$ cat config.mk
export PLATFORM = sky130hd
export DESIGN_NAME = adc_average_hysteresis_cutoff
export DESIGN_NICKNAME = d
export VERILOG_FILES = /design/src/design/aahc_pkg.sv /design/src/design/aahc_divider.sv /design/src/design/aahc_acc_mem.sv /design/src/design/aahc_ring.sv /design/src/design/adc_average_hysteresis_cutoff.sv
export SDC_FILE = /design/constraint.sdc
export NUM_CORES = 1
export LEC_CHECK = 0
export BUFFER_PORTS_ARGS = -buffer_cell sky130_fd_sc_hd__buf_2
export CAP_MARGIN = 20
export CORE_ASPECT_RATIO = 1.1
export CORE_MARGIN = 5
export CORE_UTILIZATION = 30
export DETAILED_ROUTE_END_ITERATION = 12
export PLACE_DENSITY = 0.43
export SYNTH_ARGS = -nofsm -noshare
export SYNTH_HDL_FRONTEND = slang
export SYNTH_SLANG_ARGS = --single-unit
export TNS_END_PERCENT = 10
$ cat constraint.sdc
create_clock -name clk -period 7.5 [get_ports clk]
set_clock_uncertainty 0.2 [all_clocks]
set_input_delay 0.75 -clock clk [delete_from_list [all_inputs] [get_ports clk]]
set_output_delay 0.75 -clock clk [all_outputs]
set_load 0.005 [all_outputs]
$ cat src/design/aahc_pkg.sv
// package for the adc averaging and hysteresis cutoff block
// register indexes, reset values, fixed field widths and the ring command
// no dependencies
`default_nettype none

package aahc_pkg;

    localparam int SAMPLE_W = 12;
    localparam int CFG_W    = 16;
    localparam int CFG_IDX_W = 2;

    localparam logic [CFG_IDX_W-1:0] REG_UPPER_THRESHOLD    = 2'd0;
    localparam logic [CFG_IDX_W-1:0] REG_LOWER_THRESHOLD    = 2'd1;
    localparam logic [CFG_IDX_W-1:0] REG_CUTOFF_COMPARE     = 2'd2;
    localparam logic [CFG_IDX_W-1:0] REG_CONDUCTION_COMPARE = 2'd3;

    localparam logic [CFG_W-1:0] UPPER_RESET      = 16'd40503;
    localparam logic [CFG_W-1:0] LOWER_RESET      = 16'd38120;
    localparam logic [CFG_W-1:0] CUTOFF_CMP_RESET = 16'd7200;
    localparam logic [CFG_W-1:0] CONDUCT_CMP_RESET = 16'd0;

    typedef struct packed {
        logic                push;
        logic [SAMPLE_W-1:0] value;
    } ring_cmd_t;

endpackage

`default_nettype wire

$ cat src/design/aahc_divider.sv
// restoring divider, one quotient bit per cycle
// used for the ring average; no dependencies
`default_nettype none

module aahc_divider #(
    parameter int NW = 16,
    parameter int DW = 5
) (
    input  wire logic          clk,
    input  wire logic          rst_n,
    input  wire logic          start,
    input  wire logic [NW-1:0] num,
    input  wire logic [DW-1:0] den,
    output logic               done,
    output logic [NW-1:0]      quotient
);

    localparam int CNT_W = $clog2(NW + 1);

    logic             busy_reg;
    logic             done_reg;
    logic [CNT_W-1:0] cnt_reg;
    logic [DW-1:0]    rem_reg;
    logic [NW-1:0]    quo_reg;
    logic [DW-1:0]    den_reg;

    logic [DW:0] trial;
    logic        fits;

    assign trial = {rem_reg, quo_reg[NW-1]};
    assign fits  = trial >= {1'b0, den_reg};

    always_ff @(posedge clk or negedge rst_n)
    begin
        if (!rst_n)
        begin
            busy_reg <= 1'b0;
            done_reg <= 1'b0;
            cnt_reg  <= '0;
        end
        else
        begin
            done_reg <= 1'b0;
            if (start)
            begin
                busy_reg <= 1'b1;
                cnt_reg  <= CNT_W'(NW);
            end
            else if (busy_reg)
            begin
                cnt_reg <= cnt_reg - 1'b1;
                if (cnt_reg == CNT_W'(1))
                begin
                    busy_reg <= 1'b0;
                    done_reg <= 1'b1;
                end
            end
        end
    end

    always_ff @(posedge clk)
    begin
        if (start)
        begin
            rem_reg <= '0;
            quo_reg <= num;
            den_reg <= den;
        end
        else if (busy_reg)
        begin
            if (fits)
                rem_reg <= DW'(trial - {1'b0, den_reg});
            else
                rem_reg <= trial[DW-1:0];
            quo_reg <= {quo_reg[NW-2:0], fits};
        end
    end

    assign done     = done_reg;
    assign quotient = quo_reg;

endmodule

`default_nettype wire

$ cat src/design/aahc_acc_mem.sv
// per-channel accumulator memory with registered read
// valid bits make unwritten or cleared entries read as zero; no dependencies
`default_nettype none

module aahc_acc_mem #(
    parameter int CHANNELS = 3,
    parameter int ACC_W    = 15
) (
    input  wire logic                                clk,
    input  wire logic                                rst_n,
    input  wire logic                                rd_en,
    input  wire logic [$clog2(CHANNELS+1)-1:0]       rd_addr,
    output logic [ACC_W-1:0]                         rd_data,
    input  wire logic                                wr_en,
    input  wire logic [$clog2(CHANNELS+1)-1:0]       wr_addr,
    input  wire logic [ACC_W-1:0]                    wr_data,
    input  wire logic                                clear
);

    logic [ACC_W-1:0]    mem [CHANNELS];
    logic [CHANNELS-1:0] valid_reg;
    logic [ACC_W-1:0]    rdata_reg;
    logic                rvalid_reg;

    always_ff @(posedge clk)
    begin
        if (wr_en)
            mem[wr_addr] <= wr_data;
        if (rd_en)
            rdata_reg <= mem[rd_addr];
    end

    always_ff @(posedge clk or negedge rst_n)
    begin
        if (!rst_n)
        begin
            valid_reg  <= '0;
            rvalid_reg <= 1'b0;
        end
        else
        begin
            if (rd_en)
                rvalid_reg <= valid_reg[rd_addr];
            if (clear)
                valid_reg <= '0;
            else if (wr_en)
                valid_reg[wr_addr] <= 1'b1;
        end
    end

    assign rd_data = rvalid_reg ? rdata_reg : '0;

endmodule

`default_nettype wire

$ cat src/design/aahc_ring.sv
// moving-average ring: memory, write index, fill count and running sum
// uses aahc_pkg::ring_cmd_t; read-modify-write as a registered read, then a write-back phase
`default_nettype none

module aahc_ring #(
    parameter int RING_DEPTH = 16,
    parameter int SUM_W      = 16,
    parameter int CNT_W      = 5
) (
    input  wire logic               clk,
    input  wire logic               rst_n,
    input  wire aahc_pkg::ring_cmd_t cmd,
    output logic [SUM_W-1:0]        sum,
    output logic [CNT_W-1:0]        fill,
    output logic                    done
);

    localparam int IDX_W = $clog2(RING_DEPTH);

    logic [aahc_pkg::SAMPLE_W-1:0] store [RING_DEPTH];
    logic [aahc_pkg::SAMPLE_W-1:0] old_reg;
    logic [aahc_pkg::SAMPLE_W-1:0] val_reg;
    logic [IDX_W-1:0]              idx_reg;
    logic [CNT_W-1:0]              fill_reg;
    logic [SUM_W-1:0]              sum_reg;
    logic                          phase_reg;
    logic                          done_reg;

    logic                          full;
    logic [SUM_W-1:0]              sum_next;

    // entries past the fill count were never written and count as zero
    assign full     = fill_reg == CNT_W'(RING_DEPTH);
    assign sum_next = sum_reg - (full ? SUM_W'(old_reg) : '0) + SUM_W'(val_reg);

    always_ff @(posedge clk)
    begin
        if (cmd.push)
        begin
            old_reg <= store[idx_reg];
            val_reg <= cmd.value;
        end
        if (phase_reg)
            store[idx_reg] <= val_reg;
    end

    always_ff @(posedge clk or negedge rst_n)
    begin
        if (!rst_n)
        begin
            idx_reg   <= '0;
            fill_reg  <= '0;
            sum_reg   <= '0;
            phase_reg <= 1'b0;
            done_reg  <= 1'b0;
        end
        else
        begin
            done_reg  <= 1'b0;
            phase_reg <= cmd.push;
            if (phase_reg)
            begin
                sum_reg  <= sum_next;
                done_reg <= 1'b1;
                if (idx_reg == IDX_W'(RING_DEPTH - 1))
                    idx_reg <= '0;
                else
                    idx_reg <= idx_reg + 1'b1;
                if (!full)
                    fill_reg <= fill_reg + 1'b1;
            end
        end
    end

    assign sum  = sum_reg;
    assign fill = fill_reg;
    assign done = done_reg;

endmodule

`default_nettype wire

$ cat src/design/adc_average_hysteresis_cutoff.sv
// top level: sample sequencer, config registers, hysteresis compare, output register
// depends on aahc_pkg, aahc_divider, aahc_acc_mem, aahc_ring
//
//  channel   signals                                   direction
//  input     in_valid, in_stall, sample                in
//  result    out_valid, out_stall, averages, state     out
//  config    cfg_write, cfg_index, cfg_data            in
//
// a sample that does not close a frame set goes through an accumulator read,
// then add and write back. the closing sample then computes K = min(CHANNELS,3)
// block averages by reciprocal multiply, each a read and a calculate step,
// updates the ring and runs the bit-serial divide of the SUM_W-bit ring sum
// (16 by default) by the fill count. reset clears all control state,
// no clearing pass. a stalled result holds in the output register; the
// next frame set waits only if its result is ready before that one is taken.
`default_nettype none

module adc_average_hysteresis_cutoff #(
    parameter int CHANNELS    = 3,
    parameter int FRAMES      = 8,
    parameter int RING_DEPTH  = 16,
    parameter int SAMPLE_BITS = 12
) (
    input  wire logic                               clk,
    input  wire logic                               rst_n,
    input  wire logic                               in_valid,
    output logic                                    in_stall,
    input  wire logic [aahc_pkg::SAMPLE_W-1:0]      sample,
    output logic                                    out_valid,
    input  wire logic                               out_stall,
    output logic [aahc_pkg::SAMPLE_W-1:0]           bus_block_avg,
    output logic [aahc_pkg::SAMPLE_W-1:0]           aux_one_avg,
    output logic [aahc_pkg::SAMPLE_W-1:0]           aux_two_avg,
    output logic [aahc_pkg::SAMPLE_W-1:0]           filtered_avg,
    output logic                                    cutoff,
    output logic                                    state_changed,
    output logic [aahc_pkg::CFG_W-1:0]              drive_compare,
    input  wire logic                               cfg_write,
    input  wire logic [aahc_pkg::CFG_IDX_W-1:0]     cfg_index,
    input  wire logic [aahc_pkg::CFG_W-1:0]         cfg_data
);

    localparam int SW      = aahc_pkg::SAMPLE_W;
    localparam int CW      = aahc_pkg::CFG_W;
    localparam int FR_SH   = $clog2(FRAMES);
    localparam int ACC_W   = SW + FR_SH;
    localparam int SUM_W   = SW + $clog2(RING_DEPTH);
    localparam int CNT_W   = $clog2(RING_DEPTH + 1);
    localparam int CH_W    = $clog2(CHANNELS + 1);
    localparam int FR_W    = (FRAMES > 1) ? $clog2(FRAMES) : 1;
    localparam int OUT_CH  = (CHANNELS < 3) ? CHANNELS : 3;
    localparam int LHS_W   = SUM_W + 4;
    localparam int RHS_W   = CW + CNT_W;
    localparam int CMP_W   = (LHS_W > RHS_W) ? LHS_W : RHS_W;
    // block average as a multiply by the rounded-up reciprocal of FRAMES
    localparam int AVG_SH  = ACC_W + FR_SH;
    localparam int RECIP_W = AVG_SH + 1;
    localparam int PROD_W  = ACC_W + RECIP_W;
    localparam logic [63:0] AVG_RECIP =
        ((64'd1 << AVG_SH) + 64'(FRAMES) - 64'd1) / 64'(FRAMES);
    localparam logic [SW-1:0] SAMPLE_MASK = SW'((32'd1 << SAMPLE_BITS) - 32'd1);

    typedef enum logic [2:0] {
        S_IDLE,
        S_ACC,
        S_AVG_RD,
        S_AVG_CALC,
        S_RING_WAIT,
        S_FILT_WAIT,
        S_CMP
    } state_t;

    state_t          state_reg;
    logic [CH_W-1:0] chan_pos_reg;
    logic [FR_W-1:0] frame_pos_reg;
    logic [1:0]      avg_idx_reg;
    logic [SW-1:0]   sample_reg;
    logic            cut_reg;

    logic [CW-1:0] upper_reg;
    logic [CW-1:0] lower_reg;
    logic [CW-1:0] cut_cmp_reg;
    logic [CW-1:0] cond_cmp_reg;

    logic [SW-1:0] bus_reg;
    logic [SW-1:0] aux_one_reg;
    logic [SW-1:0] aux_two_reg;

    logic          out_valid_reg;
    logic [SW-1:0] out_bus_reg;
    logic [SW-1:0] out_aux_one_reg;
    logic [SW-1:0] out_aux_two_reg;
    logic [SW-1:0] filt_reg;
    logic          out_cut_reg;
    logic          changed_reg;
    logic [CW-1:0] drive_reg;

    // memory, ring and divider hookup
    logic             acc_rd_en;
    logic [CH_W-1:0]  acc_rd_addr;
    logic [ACC_W-1:0] acc_rd_data;
    logic             acc_wr_en;
    logic [ACC_W-1:0] acc_wr_data;
    logic             acc_clear;

    aahc_pkg::ring_cmd_t ring_cmd;
    logic [SUM_W-1:0]    ring_sum;
    logic [CNT_W-1:0]    ring_fill;
    logic                ring_done;

    logic             div_start;
    logic             div_done;
    logic [SUM_W-1:0] div_quo;

    logic              last_avg;
    logic [PROD_W-1:0] avg_prod;
    logic [SW-1:0]     avg_value;
    logic              out_free;
    logic [CMP_W-1:0]  scaled;
    logic [CMP_W-1:0]  upper_lim;
    logic [CMP_W-1:0]  lower_lim;
    logic              cut_next;

    assign last_avg  = avg_idx_reg == 2'(OUT_CH - 1);
    assign avg_prod  = PROD_W'(acc_rd_data) * PROD_W'(AVG_RECIP[RECIP_W-1:0]);
    assign avg_value = avg_prod[AVG_SH +: SW] & SAMPLE_MASK;
    assign out_free  = !out_valid_reg || !out_stall;

    assign acc_rd_en   = (state_reg == S_IDLE && in_valid) || state_reg == S_AVG_RD;
    assign acc_rd_addr = (state_reg == S_IDLE) ? chan_pos_reg : CH_W'(avg_idx_reg);
    assign acc_wr_en   = state_reg == S_ACC;
    assign acc_wr_data = acc_rd_data + ACC_W'(sample_reg);
    assign acc_clear   = state_reg == S_AVG_CALC && last_avg;

    assign ring_cmd.push  = acc_clear;
    assign ring_cmd.value = (avg_idx_reg == 2'd0) ? avg_value : bus_reg;

    assign div_start = state_reg == S_RING_WAIT && ring_done;

    // hysteresis test in Q12.4: sum*16 against threshold*count
    assign scaled    = CMP_W'({ring_sum, 4'b0000});
    assign upper_lim = CMP_W'(upper_reg * ring_fill);
    assign lower_lim = CMP_W'(lower_reg * ring_fill);

    always_comb
    begin
        if (scaled > upper_lim)
            cut_next = 1'b1;
        else if (scaled < lower_lim)
            cut_next = 1'b0;
        else
            cut_next = cut_reg;
    end

    aahc_acc_mem #(
        .CHANNELS (CHANNELS),
        .ACC_W    (ACC_W)
    ) u_acc_mem (
        .clk     (clk),
        .rst_n   (rst_n),
        .rd_en   (acc_rd_en),
        .rd_addr (acc_rd_addr),
        .rd_data (acc_rd_data),
        .wr_en   (acc_wr_en),
        .wr_addr (chan_pos_reg),
        .wr_data (acc_wr_data),
        .clear   (acc_clear)
    );

    aahc_ring #(
        .RING_DEPTH (RING_DEPTH),
        .SUM_W      (SUM_W),
        .CNT_W      (CNT_W)
    ) u_ring (
        .clk   (clk),
        .rst_n (rst_n),
        .cmd   (ring_cmd),
        .sum   (ring_sum),
        .fill  (ring_fill),
        .done  (ring_done)
    );

    aahc_divider #(
        .NW (SUM_W),
        .DW (CNT_W)
    ) u_divider (
        .clk      (clk),
        .rst_n    (rst_n),
        .start    (div_start),
        .num      (ring_sum),
        .den      (ring_fill),
        .done     (div_done),
        .quotient (div_quo)
    );

    always_ff @(posedge clk or negedge rst_n)
    begin
        if (!rst_n)
        begin
            upper_reg    <= aahc_pkg::UPPER_RESET;
            lower_reg    <= aahc_pkg::LOWER_RESET;
            cut_cmp_reg  <= aahc_pkg::CUTOFF_CMP_RESET;
            cond_cmp_reg <= aahc_pkg::CONDUCT_CMP_RESET;
        end
        else if (cfg_write)
        begin
            case (cfg_index)
                aahc_pkg::REG_UPPER_THRESHOLD:    upper_reg    <= cfg_data;
                aahc_pkg::REG_LOWER_THRESHOLD:    lower_reg    <= cfg_data;
                aahc_pkg::REG_CUTOFF_COMPARE:     cut_cmp_reg  <= cfg_data;
                aahc_pkg::REG_CONDUCTION_COMPARE: cond_cmp_reg <= cfg_data;
                default: ;
            endcase
        end
    end

    always_ff @(posedge clk or negedge rst_n)
    begin
        if (!rst_n)
        begin
            state_reg       <= S_IDLE;
            chan_pos_reg    <= '0;
            frame_pos_reg   <= '0;
            avg_idx_reg     <= '0;
            sample_reg      <= '0;
            cut_reg         <= 1'b1;
            bus_reg         <= '0;
            aux_one_reg     <= '0;
            aux_two_reg     <= '0;
            out_valid_reg   <= 1'b0;
            out_bus_reg     <= '0;
            out_aux_one_reg <= '0;
            out_aux_two_reg <= '0;
            filt_reg        <= '0;
            out_cut_reg     <= 1'b1;
            changed_reg     <= 1'b0;
            drive_reg       <= '0;
        end
        else
        begin
            if (out_valid_reg && !out_stall)
                out_valid_reg <= 1'b0;

            case (state_reg)
                S_IDLE:
                begin
                    if (in_valid)
                    begin
                        sample_reg <= sample & SAMPLE_MASK;
                        state_reg  <= S_ACC;
                    end
                end
                S_ACC:
                begin
                    state_reg <= S_IDLE;
                    if (chan_pos_reg == CH_W'(CHANNELS - 1))
                    begin
                        chan_pos_reg <= '0;
                        if (frame_pos_reg == FR_W'(FRAMES - 1))
                        begin
                            frame_pos_reg <= '0;
                            avg_idx_reg   <= '0;
                            aux_one_reg   <= '0;
                            aux_two_reg   <= '0;
                            state_reg     <= S_AVG_RD;
                        end
                        else
                        begin
                            frame_pos_reg <= frame_pos_reg + 1'b1;
                        end
                    end
                    else
                    begin
                        chan_pos_reg <= chan_pos_reg + 1'b1;
                    end
                end
                S_AVG_RD:
                begin
                    state_reg <= S_AVG_CALC;
                end
                S_AVG_CALC:
                begin
                    case (avg_idx_reg)
                        2'd0:    bus_reg     <= avg_value;
                        2'd1:    aux_one_reg <= avg_value;
                        default: aux_two_reg <= avg_value;
                    endcase
                    if (last_avg)
                    begin
                        state_reg <= S_RING_WAIT;
                    end
                    else
                    begin
                        avg_idx_reg <= avg_idx_reg + 1'b1;
                        state_reg   <= S_AVG_RD;
                    end
                end
                S_RING_WAIT:
                begin
                    if (ring_done)
                        state_reg <= S_FILT_WAIT;
                end
                S_FILT_WAIT:
                begin
                    if (div_done)
                        state_reg <= S_CMP;
                end
                S_CMP:
                begin
                    // hold the new result until the output register frees up
                    if (out_free)
                    begin
                        cut_reg         <= cut_next;
                        out_bus_reg     <= bus_reg;
                        out_aux_one_reg <= aux_one_reg;
                        out_aux_two_reg <= aux_two_reg;
                        filt_reg        <= div_quo[SW-1:0];
                        out_cut_reg     <= cut_next;
                        changed_reg     <= cut_next != cut_reg;
                        drive_reg       <= cut_next ? cut_cmp_reg : cond_cmp_reg;
                        out_valid_reg   <= 1'b1;
                        state_reg       <= S_IDLE;
                    end
                end
                default:
                begin
                    state_reg <= S_IDLE;
                end
            endcase
        end
    end

    assign in_stall      = state_reg != S_IDLE;
    assign out_valid     = out_valid_reg;
    assign bus_block_avg = out_bus_reg;
    assign aux_one_avg   = out_aux_one_reg;
    assign aux_two_avg   = out_aux_two_reg;
    assign filtered_avg  = filt_reg;
    assign cutoff        = out_cut_reg;
    assign state_changed = changed_reg;
    assign drive_compare = drive_reg;

endmodule

`default_nettype wire

==> results of run 1 <==
-- metrics by stage --
step	util, %	setup slack [ps]	power (mW)
5_1_grt	34.5	23.7	6.56
4_1_cts	34.5	429	6.42
3_5_place_dp	32.3	460	3.42
2_1_floorplan	-	986	3.32
3_3_place_gp	32.3	571	3.42
6_report	34.5	551	6.31
-- cell usage after synthesis (5+ instances only) --
library cell / count
a211oi_1: 7
a21o_1: 36
a21oi_1: 70
and2_1: 137
and3_1: 9
buf_1: 8
clkbuf_1: 68
dfrtp_1: 205
dfstp_2: 22
dfxtp_1: 5
edfxtp_1: 297
fa_1: 98
ha_1: 136
inv_1: 205
mux2_2: 137
mux2i_1: 37
mux4_2: 60
nand2_1: 201
nand2b_1: 11
nand3_1: 17
nand4_1: 13
nor2_1: 83
nor2b_1: 7
nor3_1: 26
o21a_1: 8
o21ai_0: 62
o21ai_1: 46
o31ai_1: 16
o41ai_1: 5
or3_1: 10
xnor2_1: 29
xor2_1: 26
-- where the power goes --
group | switching [mW] | total (mW) | leakage (nW) | internal (mW)
Clock | 1.21 | 2.95 | 0.971 | 1.74
Combinational | 0.0724 | 0.144 | 7.13 | 0.0714
Sequential | 0.0826 | 3.22 | 5.65 | 3.14
Total | 1.37 | 6.31 | 13.7 | 4.95
-- area by class of cell --
type	instances	area (um^2)
clock buffers	91	1740
repair buffers	131	753
clock inverters	19	260
fillers	9045	60300
well taps	1190	1490
flip-flops and latches	529	14700
inverters	208	781
multi-input cells	1357	12000
-- placed cells by master (no fill, tap or decap), drive strengths merged, types with 5 or more instances in the layout --
master	n
dfxtp	5
clkbuf	91
nand2b	11
nor2	83
or3	10
buf	130
and2	138
mux2i	37
o41ai	5
o31ai	16
nand3	17
ha	136
nor2b	7
a211oi	7
dfrtp	205
edfxtp	297
nand4	13
nor3	26
a21boi	6
xnor2	29
dfstp	22
inv	207
fa	98
nand2	201
a21oi	70
and3	9
mux2	137
mux4	60
a31o	6
o21a	8
nor3b	5
a21o	36
clkinv	15
xor2	26
o21ai	108
-- layer usage --
layer	track usage [%]	routed length (um)
met2	25.7	35900
met4	3.02	1290
met5	0	13
met3	1.95	1940
met1	17.7	29800
-- worst register-to-register path: cells and delay by family (launching register included) --
family,cells,cell delay [ps]
AO/OA/AOI/OAI,12,2250
XOR/XNOR,1,140
adder cells (fa/ha/maj),5,2150
buffers and inverters,4,720
flip-flops,1,540
multiplexers,1,230
AND/OR/NAND/NOR,4,570
-- how the worst max path moves through the flow --
stage | endpoint | startpoint
after global placement | drive_compare[8] | u_ring.fill[4]
after CTS | drive_compare[1] | u_ring.fill[4]
after global routing | drive_compare[7] | u_ring.fill[4]
after floorplan | cutoff | u_ring.fill[3]
after detailed placement | drive_compare[12] | u_ring.fill[4]
final | drive_compare[1] | u_ring.fill[4]
-- kinds of logic (layout without fill, tap and decap cells) --
kind of cell               Yosys count  after routing
and+or+nand+nor                    533            533
DFF                                529            529
AOI/OAI and AO/OA                  301            301
buffers and inverters              287            449
adders and majority gates          234            234
muxes                              234            234
xor gates and xnor gates            55             55
-- what timing repair did --
| action | in CTS | in global routing |
|---|---|---|
| hold buffers | 1 | 0 |
| hold endpoints to repair | 58 | 0 |
| gates resized for setup | 0 | 1 |
| endpoints found under the setup margin | 0 | 16 |
==> results.md, run 1 <==
Die:
- The die is 329 um tall.
- The die area is a little under 100000 um^2.
- The number of rows in the core area is 117.
- The die is approximately 300 um wide.
- The top-level I/O count is roughly 100.
- The core footprint is 92100 um^2.
- The initial core utilization is between 30 and 40%.

Pwr:
- The analysis attributes to cell leakage a power of 13.7 nW.
- The power density over the cells is between 150 and 200 nW/um^2.
- The largest voltage drop on the vdd net is about 0.00022 V.

Finish:
- The final instance count without filler cells is roughly 3500.
- The largest registers in the layout are u_ring.store x192, u_acc_mem.mem x45.
- The flip-flop count of the largest register, all copies and words added is between 150 and 200.
- The total non-filler cell area in the finished layout is 31800 um^2.
- Of the cells placed in the final design, the portion with a size suffix greater than 1 is between 20% and 30%.
- The number of inserted diodes is 0.
- From synthesis to final layout, the design area changed by 14.6%.
- The post-layout net count is between 2000 and 3000.
- The largest register by flop count is u_ring.store.

STA:
- After routing, the total negative slack on setup checks comes to 0 ps.
- The count of final setup violators is 0.
- Final hold analysis gives a worst-case slack of approximately 130 ps.
- The timing-limited maximum frequency is ~0.14 GHz.
- The number of slew-limit violations in the final report is 0.
- The headroom to the max-slew limit is a little under a third.
- The count of endpoints failing hold in the final timing report is 0.
- Setup repair after global routing left no endpoint under its margin.
- The pin slew with the least headroom to its limit is 1030 ps.
- The shortest period the worst path allows is just under 7000 ps.
- The final period utilization is about 93%.

Yosys:
- The share of Yosys cell area claimed by the top area cell type is 32.2%.
- The simple-gate area share of the yosys netlist is a little under a tenth.
- The synthesized area divided by synthesized cell count is 12.8 um^2.
- The number of nets in the synthesized netlist is ~2400.
- The multiplexer share of the synthesized area is around an eighth.
- The mapped netlist covers 27700 um^2.
- Yosys attributes the largest share of cell area to edfxtp_1 32%, dfrtp_1 19%, fa_1 7.1%.
- The adder-cell share of the synthesized area is roughly an eighth.
- The most used flip-flop cell after synthesis is edfxtp_1.
- The share of the synthesized area in compound gates (AO/OA/AOI/OAI) is under 10%.
- The register bit count reported by yosys is around 530.
- The sequential area share after synthesis is 53.1%.
- After Yosys synthesis, XOR and XNOR cells account for 1.74% of the synthesized area.
- For this run, asynchronously set or reset flops after synthesis account for 42.9%.
- The distinct cell type count after synthesis is 75.
- The gate count of the mapped netlist is around 2200.
- The number of enable flip-flop cells after synthesis is a little under 300.
- By area, the combinational part of the netlist is dominated by adder cells.
- The warning count from the yosys run is 0.
- The biggest area contributor in the post-synthesis netlist is edfxtp_1.

GRT:
- The total congestion overflow after global routing is 0.
- The via count of the first global-routing pass is between 15000 and 20000.
- The number of antenna violations at the first check in global routing was 1.
- The wire length of the first global-routing pass is between 100 and 150 mm.
- The maximum number of pins on one net before global-route repair is about 150.
- The global routing usage summed across all routing layers is 14.1%.

Setup path:
- Counting buffers and inverters, the worst setup path is 27 cells deep.
- STA classifies the critical path endpoint as a flip-flop.
- The source of the worst register-to-register timing path is u_ring.fill[4].
- The maximum net fanout on the critical path is 25.
- The arrival time at the worst endpoint is 7230 ps.
- By startpoint and endpoint, the worst setup path is classified as flip-flop to flip-flop.
- The critical path's top delay family is compound AO/OA/AOI/OAI gates.
- The number of buffer and inverter instances along the worst setup path is 4.
- The largest single stage delay on the critical path is 550 ps.
- Among all stages on the critical path, the largest delay is contributed by fa_1.
- Measured in cells, the most critical reg-to-reg path has a length of 27.
- Setup slack on the worst reg-to-reg path comes out at around 550 ps.
- At the worst endpoint, the required time is roughly 7800 ps.
- The worst setup path is launched from a flip-flop.
- In this run the critical register-to-register path is captured at drive_compare[1].

Clocking:
- The tree is rooted in a clkbuf_16.
- The CTS tree is done.
- The worst-case clock buffer depth is 3.
- The clock network latency to the later pin of the worst-skew pair is about 640 ps.
- The register clock-pin slew on the reported worst setup and hold paths is 60 ps.
- Clock tree synthesis found a total of 529 sinks.
- The post-CTS setup-driven buffer insertion count is 0.
- The number of CTS-inserted buffers is a little under 60.
- The maximum level of the CTS H-tree is 2.

Route:
- The post-route DRC violation count is 0.
- Summed over all layers, the routed wires come to 69.0 mm.
- Summing over every cut layer, the via total after detailed routing is around 17000.
- Dividing the detail-routed wire length by the instance count gives 19.6 um.
- The detail-routed via count per cell is between 4 and 5.
- The number of antenna-violating nets in the routed design is 0.
- For this run, the detailed router's first-pass iteration total came to 5.
- The number of DRC markers in iteration 0 is between 800 and 900.

Job:
- The number of max-cap violations is 0.

Status:
- The run finished with clean final reports.

Min path:
- The terminating pin of the worst hold path is sample_reg[11].
- The cell depth of the worst hold path is 2.
- In this run the worst hold path is classified as input pin to flip-flop.
- The worst hold path begins at sample[11].

Placement:
- The global placer's final weighted congestion is between 0.8 and 0.9.
- Detailed placement finished with a half-perimeter wire length of around 49 mm.
- The number of cells after detailed placement is 3414.
- The number of port buffers is roughly 100.
- In this run the cell area measured after placement is slightly below 30000 um^2.
No activity file was read; power rests on OpenSTA's default activity.
==> run 2: changes to the inputs <==
--- a/config.mk
+++ b/config.mk
@@ -12,6 +12,7 @@
 export CORE_UTILIZATION = 30
 export DETAILED_ROUTE_END_ITERATION = 12
 export PLACE_DENSITY = 0.43
+export RECOVER_POWER = 25
 export SYNTH_ARGS = -nofsm -noshare
 export SYNTH_HDL_FRONTEND = slang
 export SYNTH_SLANG_ARGS = --single-unit
==> results.md, run 2 (synthesized netlist as in run 1, its figures left out) <==
Route:
- The detail-routed via count per cell is 4.71 (+0.24%).
- The number of antenna-violating nets in the routed design was 0 (unchanged).
- The routed wire length came to 69.1 mm (+0.13%).
- The first-pass iteration count of the detailed router came to 5 (unchanged).
- The post-route DRC violation count is 0 (unchanged).
- The via count is 16602 (+0.27%).
- The number of DRC markers in iteration 0 was 846 (+2.4%).
- The detail-routed net length per standard cell is 19.6 um (+0.10%).

Min path:
- The path with the worst hold slack has its endpoint at sample_reg[11].
- The min-delay analysis places its worst path in the category input pin to flip-flop.
- The cell depth of the worst hold path was 2 (unchanged).
- The launch instance of the worst min-delay path is sample[11].

Setup path:
- The arrival time at the worst endpoint came to 7220 ps (about the same).
- The cell at the slowest stage of the critical path is fa_1.
- The slack of the worst reg-to-reg path is 560 ps (about the same).
- The worst register-to-register path ends at drive_compare[1].
- The biggest cell delay along the critical path is 550 ps (about the same).
- The endpoint class of the critical path is a flip-flop.
- The critical path required time came to 7780 ps (about the same).
- The depth of the worst register-to-register path is 27 (unchanged).
- The type of origin of the critical path is a flip-flop.
- The maximum net fanout on the critical path is 25 (unchanged).
- The path type of the worst setup path is flip-flop to flip-flop.
- The source of the worst register-to-register timing path is u_ring.fill[4].

Finish:
- The synthesis-to-layout area growth is 14.5% (about the same).
- More flip-flops sit in one register than any other, and that register is u_ring.store.
- The largest registers in the layout are u_ring.store x192, u_acc_mem.mem x45.
- The post-layout net count is 2554 (unchanged).
- The share of cells above drive strength 1 is 20.2% (-0.26 points).
- The total non-filler cell area in the finished layout is 31800 um^2 (about the same).
- The flip-flop count of the largest register, all copies and words added came to 192 (unchanged).
- Leaving out fill and tap cells, the most frequent cells in the layout are 297 x edfxtp_1, 205 x inv_1, 203 x dfrtp_1.
- The most common cell after layout, fill and taps aside is edfxtp_1.

STA:
- The number of slew-limit violations in the final report is 117 (+117).
- The timing-limited maximum frequency is 0.144 GHz (+0.10%).
- The count of final setup violators is 0 (unchanged).
- The final period utilization was 92.6% (-0.098 points).
- The final setup TNS is 0 ps (unchanged).
- The shortest period the worst path allows is 6940 ps (-7.31 ps).
- The count of endpoints failing hold in the final timing report is 0 (unchanged).
- Setup repair after global routing left no endpoint under its margin.
- The headroom to the max-slew limit is -183% (-210 points).
- The pin slew with the least headroom to its limit was 4240 ps (+3210 ps).

Die:
- The die area is 98600 um^2 (unchanged).
- The height of the chip is 329 um (unchanged).
- The initial core utilization is 30.1% (unchanged).
- The top-level I/O count came to 103 (unchanged).
- The horizontal extent of the die is 300 um (unchanged).
- The core footprint was 92100 um^2 (unchanged).
- The number of rows in the core area is 117 (unchanged).

Clocking:
- TritonCTS built the clock tree.
- The number of clock sinks is 529 (unchanged).
- The root buffer cell chosen for the clock tree is clkbuf_16.
- The worst-case clock buffer depth is 3 (unchanged).
- The register clock-pin slew on the reported worst setup and hold paths is 60 ps (about the same).
- The number of CTS-inserted buffers is 58 (unchanged).
- The maximum level of the CTS H-tree is 2 (unchanged).
- The clock network latency to the later pin of the worst-skew pair is 640 ps (about the same).
- The post-CTS setup-driven buffer insertion count is 0 (unchanged).

Placement:
- The global placer's final weighted congestion is 0.803 (unchanged).
- The number of port buffers is 102 (unchanged).
- The standard cell area after detailed placement is 29800 um^2 (unchanged).
- The half-perimeter wire length after placement is 48.5 mm (unchanged).

Pwr:
- The power density over the cells is 199 nW/um^2 (about the same).
- The static leakage was 13.7 nW (-0.17%).
- The largest voltage drop on the vdd net was 0.000221 V (about the same).
- The internal power of the cells is 4.95 mW (about the same).
- The switching power came to 1.37 mW (about the same).
- The sequential cell fraction of total power was 51.0% (about the same).
- The clock share of power is 46.8% (about the same).
- The combinational group share of total power is 2.3% (about the same).
- The overall power of the completed layout is 6.31 mW (about the same).
- The switching fraction of total power is 21.6% (about the same).

Status:
- The final reports fail on capacitance limit, slew limit.
- The run finished, with violations left.

GRT:
- The maximum number of pins on one net before global-route repair is 152 (unchanged).
- The global routing usage summed across all routing layers is 14.1% (unchanged).
- The via count of the first global-routing pass is 17671 (unchanged).
- The total congestion overflow after global routing was 0 (unchanged).
- The number of antenna violations at the first check in global routing is 1 (unchanged).
- The wire length of the first global-routing pass came to 107 mm (unchanged).

Job:
- The number of max-cap violations came to 2 (+2).
[run 2: cell types whose count changed in the layout (fill, tap and decap cells not counted), sizes merged]
cell	delta
diode	+1
buf	-5
clkbuf	+5
[run 2: power groups by stage]
stage	clock network (mW)	logic (mW)	registers, mW
floorplan	0	0.0871	3.23
global placement	0	0.142	3.28
detailed placement	0	0.148	3.28
CTS	3.05	0.149	3.22
global route	3.17	0.161	3.23
finish	2.95	0.143	3.22
[run 2: per-stage QoR]
| step | hold slack [ps] | cells | utilization, % | worst slack, ps |
|---|---|---|---|---|
| 5_1_grt | 94.8 | 3525 | 34.5 | 23.7 |
| 6_report | 134 | 3526 | 34.5 | 558 |
| 3_5_place_dp | 268 | 3414 | 32.3 | 460 |
| 3_3_place_gp | 254 | 3414 | 32.3 | 571 |
| 4_1_cts | 77.3 | 3525 | 34.5 | 429 |
| 2_1_floorplan | 179 | 2173 | - | 986 |
[run 2: how the worst max path moves through the flow]
stage                             end           start  cells past startpoint
floorplan                      cutoff  u_ring.fill[3]                     27
global placement     drive_compare[8]  u_ring.fill[4]                     26
detailed placement  drive_compare[12]  u_ring.fill[4]                     26
CTS                  drive_compare[1]  u_ring.fill[4]                     26
global route         drive_compare[7]  u_ring.fill[4]                     26
finish               drive_compare[1]  u_ring.fill[4]                     27
[run 2: cell type report]
cell class	instances	area [um^2]
Clock inverter	19	260
Clock buffer	91	1740
Sequential cell	529	14700
Inverter	208	781
Antenna cell	1	2.50
Multi-Input combinational cell	1357	12000
Timing Repair Buffer	131	729
Fill cell	9050	60300
Tap cell	1190	1490
[run 2: metal layers]
metal	GRT usage (%)	part of all wire (%)	vias up
met5	0	0.019	-
met4	3.02	1.8	2
met3	1.95	2.9	74
met2	25.7	52	210
met1	17.7	43	8429
li1	-	-	7887
[run 2: critical path, delay by kind of cell (launching register included)]
kind,cells,cell delay (ps)
compound gates,12,2250
xor+xnor,1,140
fa+ha+maj,5,2150
buf+inv,4,720
flops,1,540
mux,1,200
simple gates,4,570
[run 2: timing repair]
action | CTS | global route
hold endpoints to repair | 58 | 0
gates resized for setup | 0 | 1
setup endpoints to repair | 0 | 16
hold buffers | 1 | 0
==> run 3: changes to the inputs <==
--- a/config.mk
+++ b/config.mk
@@ -10,6 +10,7 @@
 export CORE_ASPECT_RATIO = 1.1
 export CORE_MARGIN = 5
 export CORE_UTILIZATION = 30
+export CTS_BUF_LIST = sky130_fd_sc_hd__clkbuf_4 sky130_fd_sc_hd__clkbuf_8
 export DETAILED_ROUTE_END_ITERATION = 12
 export PLACE_DENSITY = 0.43
 export RECOVER_POWER = 25
==> results.md, run 3 (synthesized netlist as in run 1, its figures left out) <==
Status:
- The run finished, with violations left.
- The checks that failed: capacitance limit, slew limit.

GRT:
- The met3 usage in global routing came to 2.54% (+0.59 points).
- In this run the most used layer during global routing was met2.
- The number of antenna violations at the first check in global routing is 3 (+2).
- The global routing usage summed across all routing layers is 14.3% (+0.21 points).
- The routing usage on met2 is 25.7% (unchanged).
- The maximum number of pins on one net before global-route repair is 152 (unchanged).
- The wire length of the first global-routing pass is 109 mm (+1.2%).
- The met1 demand-to-capacity share in global routing is 17.6% (-0.089 points).
- The via count of the first global-routing pass is 18138 (+2.6%).
- The total congestion overflow after global routing is 0 (unchanged).

STA:
- The timing-limited maximum frequency came to 0.144 GHz (+0.15%).
- The count of final setup violators is 0 (unchanged).
- The final period utilization is 92.4% (-0.14 points).
- The headroom to the max-slew limit is -182% (+1.3 points).
- The number of slew-limit violations in the final report is 117 (unchanged).
- Setup repair after global routing left no endpoint under its margin.
- The count of endpoints failing hold in the final timing report is 0 (unchanged).
- The shortest period the worst path allows is 6930 ps (-10.4 ps).
- The pin slew with the least headroom to its limit is 4220 ps (-19.5 ps).
- The final setup TNS came to 0 ps (unchanged).

Setup path:
- The cell at the slowest stage of the critical path is fa_1.
- The arrival time at the worst endpoint is 7270 ps (+50 ps).
- The path type of the worst setup path is flip-flop to flip-flop.
- The biggest cell delay along the critical path is 550 ps (about the same).
- By instance count, the cell type seen most on the critical path is fa_1.
- STA classifies the critical path startpoint as a flip-flop.
- STA classifies the critical path endpoint as a flip-flop.
- The number of buffer and inverter instances along the worst setup path is 4 (unchanged).
- The maximum net fanout on the critical path is 16 (-36%).
- Among cell families on the critical path, the largest total delay comes from adder cells.
- The critical path required time is 7840 ps (+60 ps).

Pwr:
- The combinational group share of total power is 2.3% (about the same).
- The sequential cell fraction of total power came to 51.2% (+0.2 points).
- The static leakage came to 13.9 nW (+1.1%).
- The power density over the cells is 197 nW/um^2 (-0.85%).
- The switching fraction of total power was 22.5% (+0.88 points).
- The largest voltage drop on the vdd net is 0.0000999 V (-55%).
- The overall power of the completed layout came to 6.29 mW (-0.34%).
- The clock share of power came to 46.5% (-0.3 points).
- The switching power came to 1.42 mW (+3.7%).
- The internal power of the cells was 4.87 mW (-1.5%).

Finish:
- In the layout the commonest cells are 297 x edfxtp_1, 205 x inv_1, 203 x dfrtp_1.
- The largest registers in the layout are u_ring.store x192, u_acc_mem.mem x45.
- The post-layout net count is 2600 (+1.8%).
- Counting flops per register, the top entry is u_ring.store.
- The most common cell after layout, fill and taps aside is edfxtp_1.
- The share of cells above drive strength 1 came to 22.6% (+2.5 points).
- Relative to the synthesized area, the layout overhead comes to 15.1%.
- The flip-flop count of the largest register, all copies and words added is 192 (unchanged).
- The total non-filler cell area in the finished layout came to 31900 um^2 (+0.52%).
- The utilization after layout is 34.7% (+0.18 points).
- The final instance count without filler cells was 3604 (+2.2%).

Clocking:
- The post-CTS setup-driven buffer insertion count came to 0 (unchanged).
- The register clock-pin slew on the reported worst setup and hold paths is 50 ps (about the same).
- The clock network latency to the later pin of the worst-skew pair is 730 ps (+90 ps).
- The number of CTS-inserted buffers came to 95 (+64%).
- The root buffer cell is clkbuf_8.
- The worst-case clock buffer depth was 3 (unchanged).
- The CTS tree is done.
- The number of clock sinks was 529 (unchanged).
- The maximum level of the CTS H-tree came to 3 (+1).

Route:
- The via count came to 16917 (+1.9%).
- The first-pass iteration count of the detailed router is 5 (unchanged).
- The post-route DRC violation count is 0 (unchanged).
- The detail-routed net length per standard cell is 19.3 um (-1.5%).
- The routed wire length came to 69.5 mm (+0.66%).
- The detail-routed via count per cell is 4.69 (-0.31%).
- The number of DRC markers in iteration 0 is 807 (-4.6%).
- The number of antenna-violating nets in the routed design is 0 (unchanged).

Placement:
- The global placer's final weighted congestion is 0.803 (unchanged).
- The half-perimeter wire length after placement is 48.5 mm (unchanged).
- The standard cell area after detailed placement is 29800 um^2 (unchanged).
- The number of port buffers came to 102 (unchanged).
- The number of cells after detailed placement is 3414 (unchanged).

Job:
- The number of max-cap violations is 2 (unchanged).

Die:
- The number of rows in the core area is 117 (unchanged).
- The height of the chip is 329 um (unchanged).
- The core footprint came to 92100 um^2 (unchanged).
- The top-level I/O count is 103 (unchanged).
- The initial core utilization is 30.1% (unchanged).
- The horizontal extent of the die is 300 um (unchanged).
- The die area is 98600 um^2 (unchanged).

Min path:
- The type of the worst min-delay path is input pin to flip-flop.
## run 3: timing repair
item                       4_1_cts  5_1_grt
hold endpoints to repair        67        0
hold buffers                    10        0
gates resized for setup          0        1
setup endpoints to repair        0       16
## run 3: worst paths after layout
kind,to,depth (start not counted),slack (ps),from
worst max-delay path,drive_compare[9],25,570,u_ring.fill[2]
worst min-delay path,sample_reg[2],2,100,sample[2]
worst max register to register,drive_compare[9],25,570,u_ring.fill[2]
worst min register to register,u_divider.rem_reg[4],2,280,u_divider.rem_reg[4]
max in group asynchronous,u_ring.idx_reg[0],3,2800,rst_n
min in group asynchronous,drive_compare[10],2,1900,rst_n
## run 3: worst register-to-register path, stage by stage, from the launching register on
cell and delay, ps:
dfrtp_1 460, clkbuf_1 390, and2_1 210, fa_1 450, fa_1 550, inv_1 50, fa_1 530, inv_1 40
ha_1 220, a2111o_1 400, a31oi_1 240, nor2_1 160, a221o_1 400, nand2_1 100, xor2_1 170, ha_1 260
a21o_1 180, a21o_1 190, a211oi_1 220, o221a_2 230, nor3_1 50, mux2i_1 280, nand4_1 200, buf_4 280
mux2i_1 240, o21ai_1 80
## run 3: layer usage
layer / up-vias / wire length (um)
met4: 2 / 1380
met2: 236 / 35800
met1: 8574 / 29800
met3: 87 / 2520
met5: - / 9
li1: 8018 / -
## run 3: layout make-up
cell class	instances	area, um^2
multi-input combinational	1357	12000
fill	9070	60200
sequential	529	14700
tap	1190	1490
clock buffer	139	1730
antenna	3	7.51
clock inverter	38	349
timing repair buffer	140	816
inverter	208	781
## run 3: power groups by stage
stage	Sequential (mW)	Combinational, mW	Clock (mW)
after floorplan	3.23	0.0871	0
after global placement	3.28	0.142	0
after detailed placement	3.28	0.148	0
after CTS	3.22	0.152	3.04
after global routing	3.23	0.165	3.18
final	3.22	0.147	2.93
## run 3: per-stage QoR
step                      hold WS (ps)  worst slack [ps]
final                             98.6               569
after global routing              31.6              35.5
after CTS                         3.85               443
after detailed placement           268               460
after global placement             254               571
after floorplan                    179               986
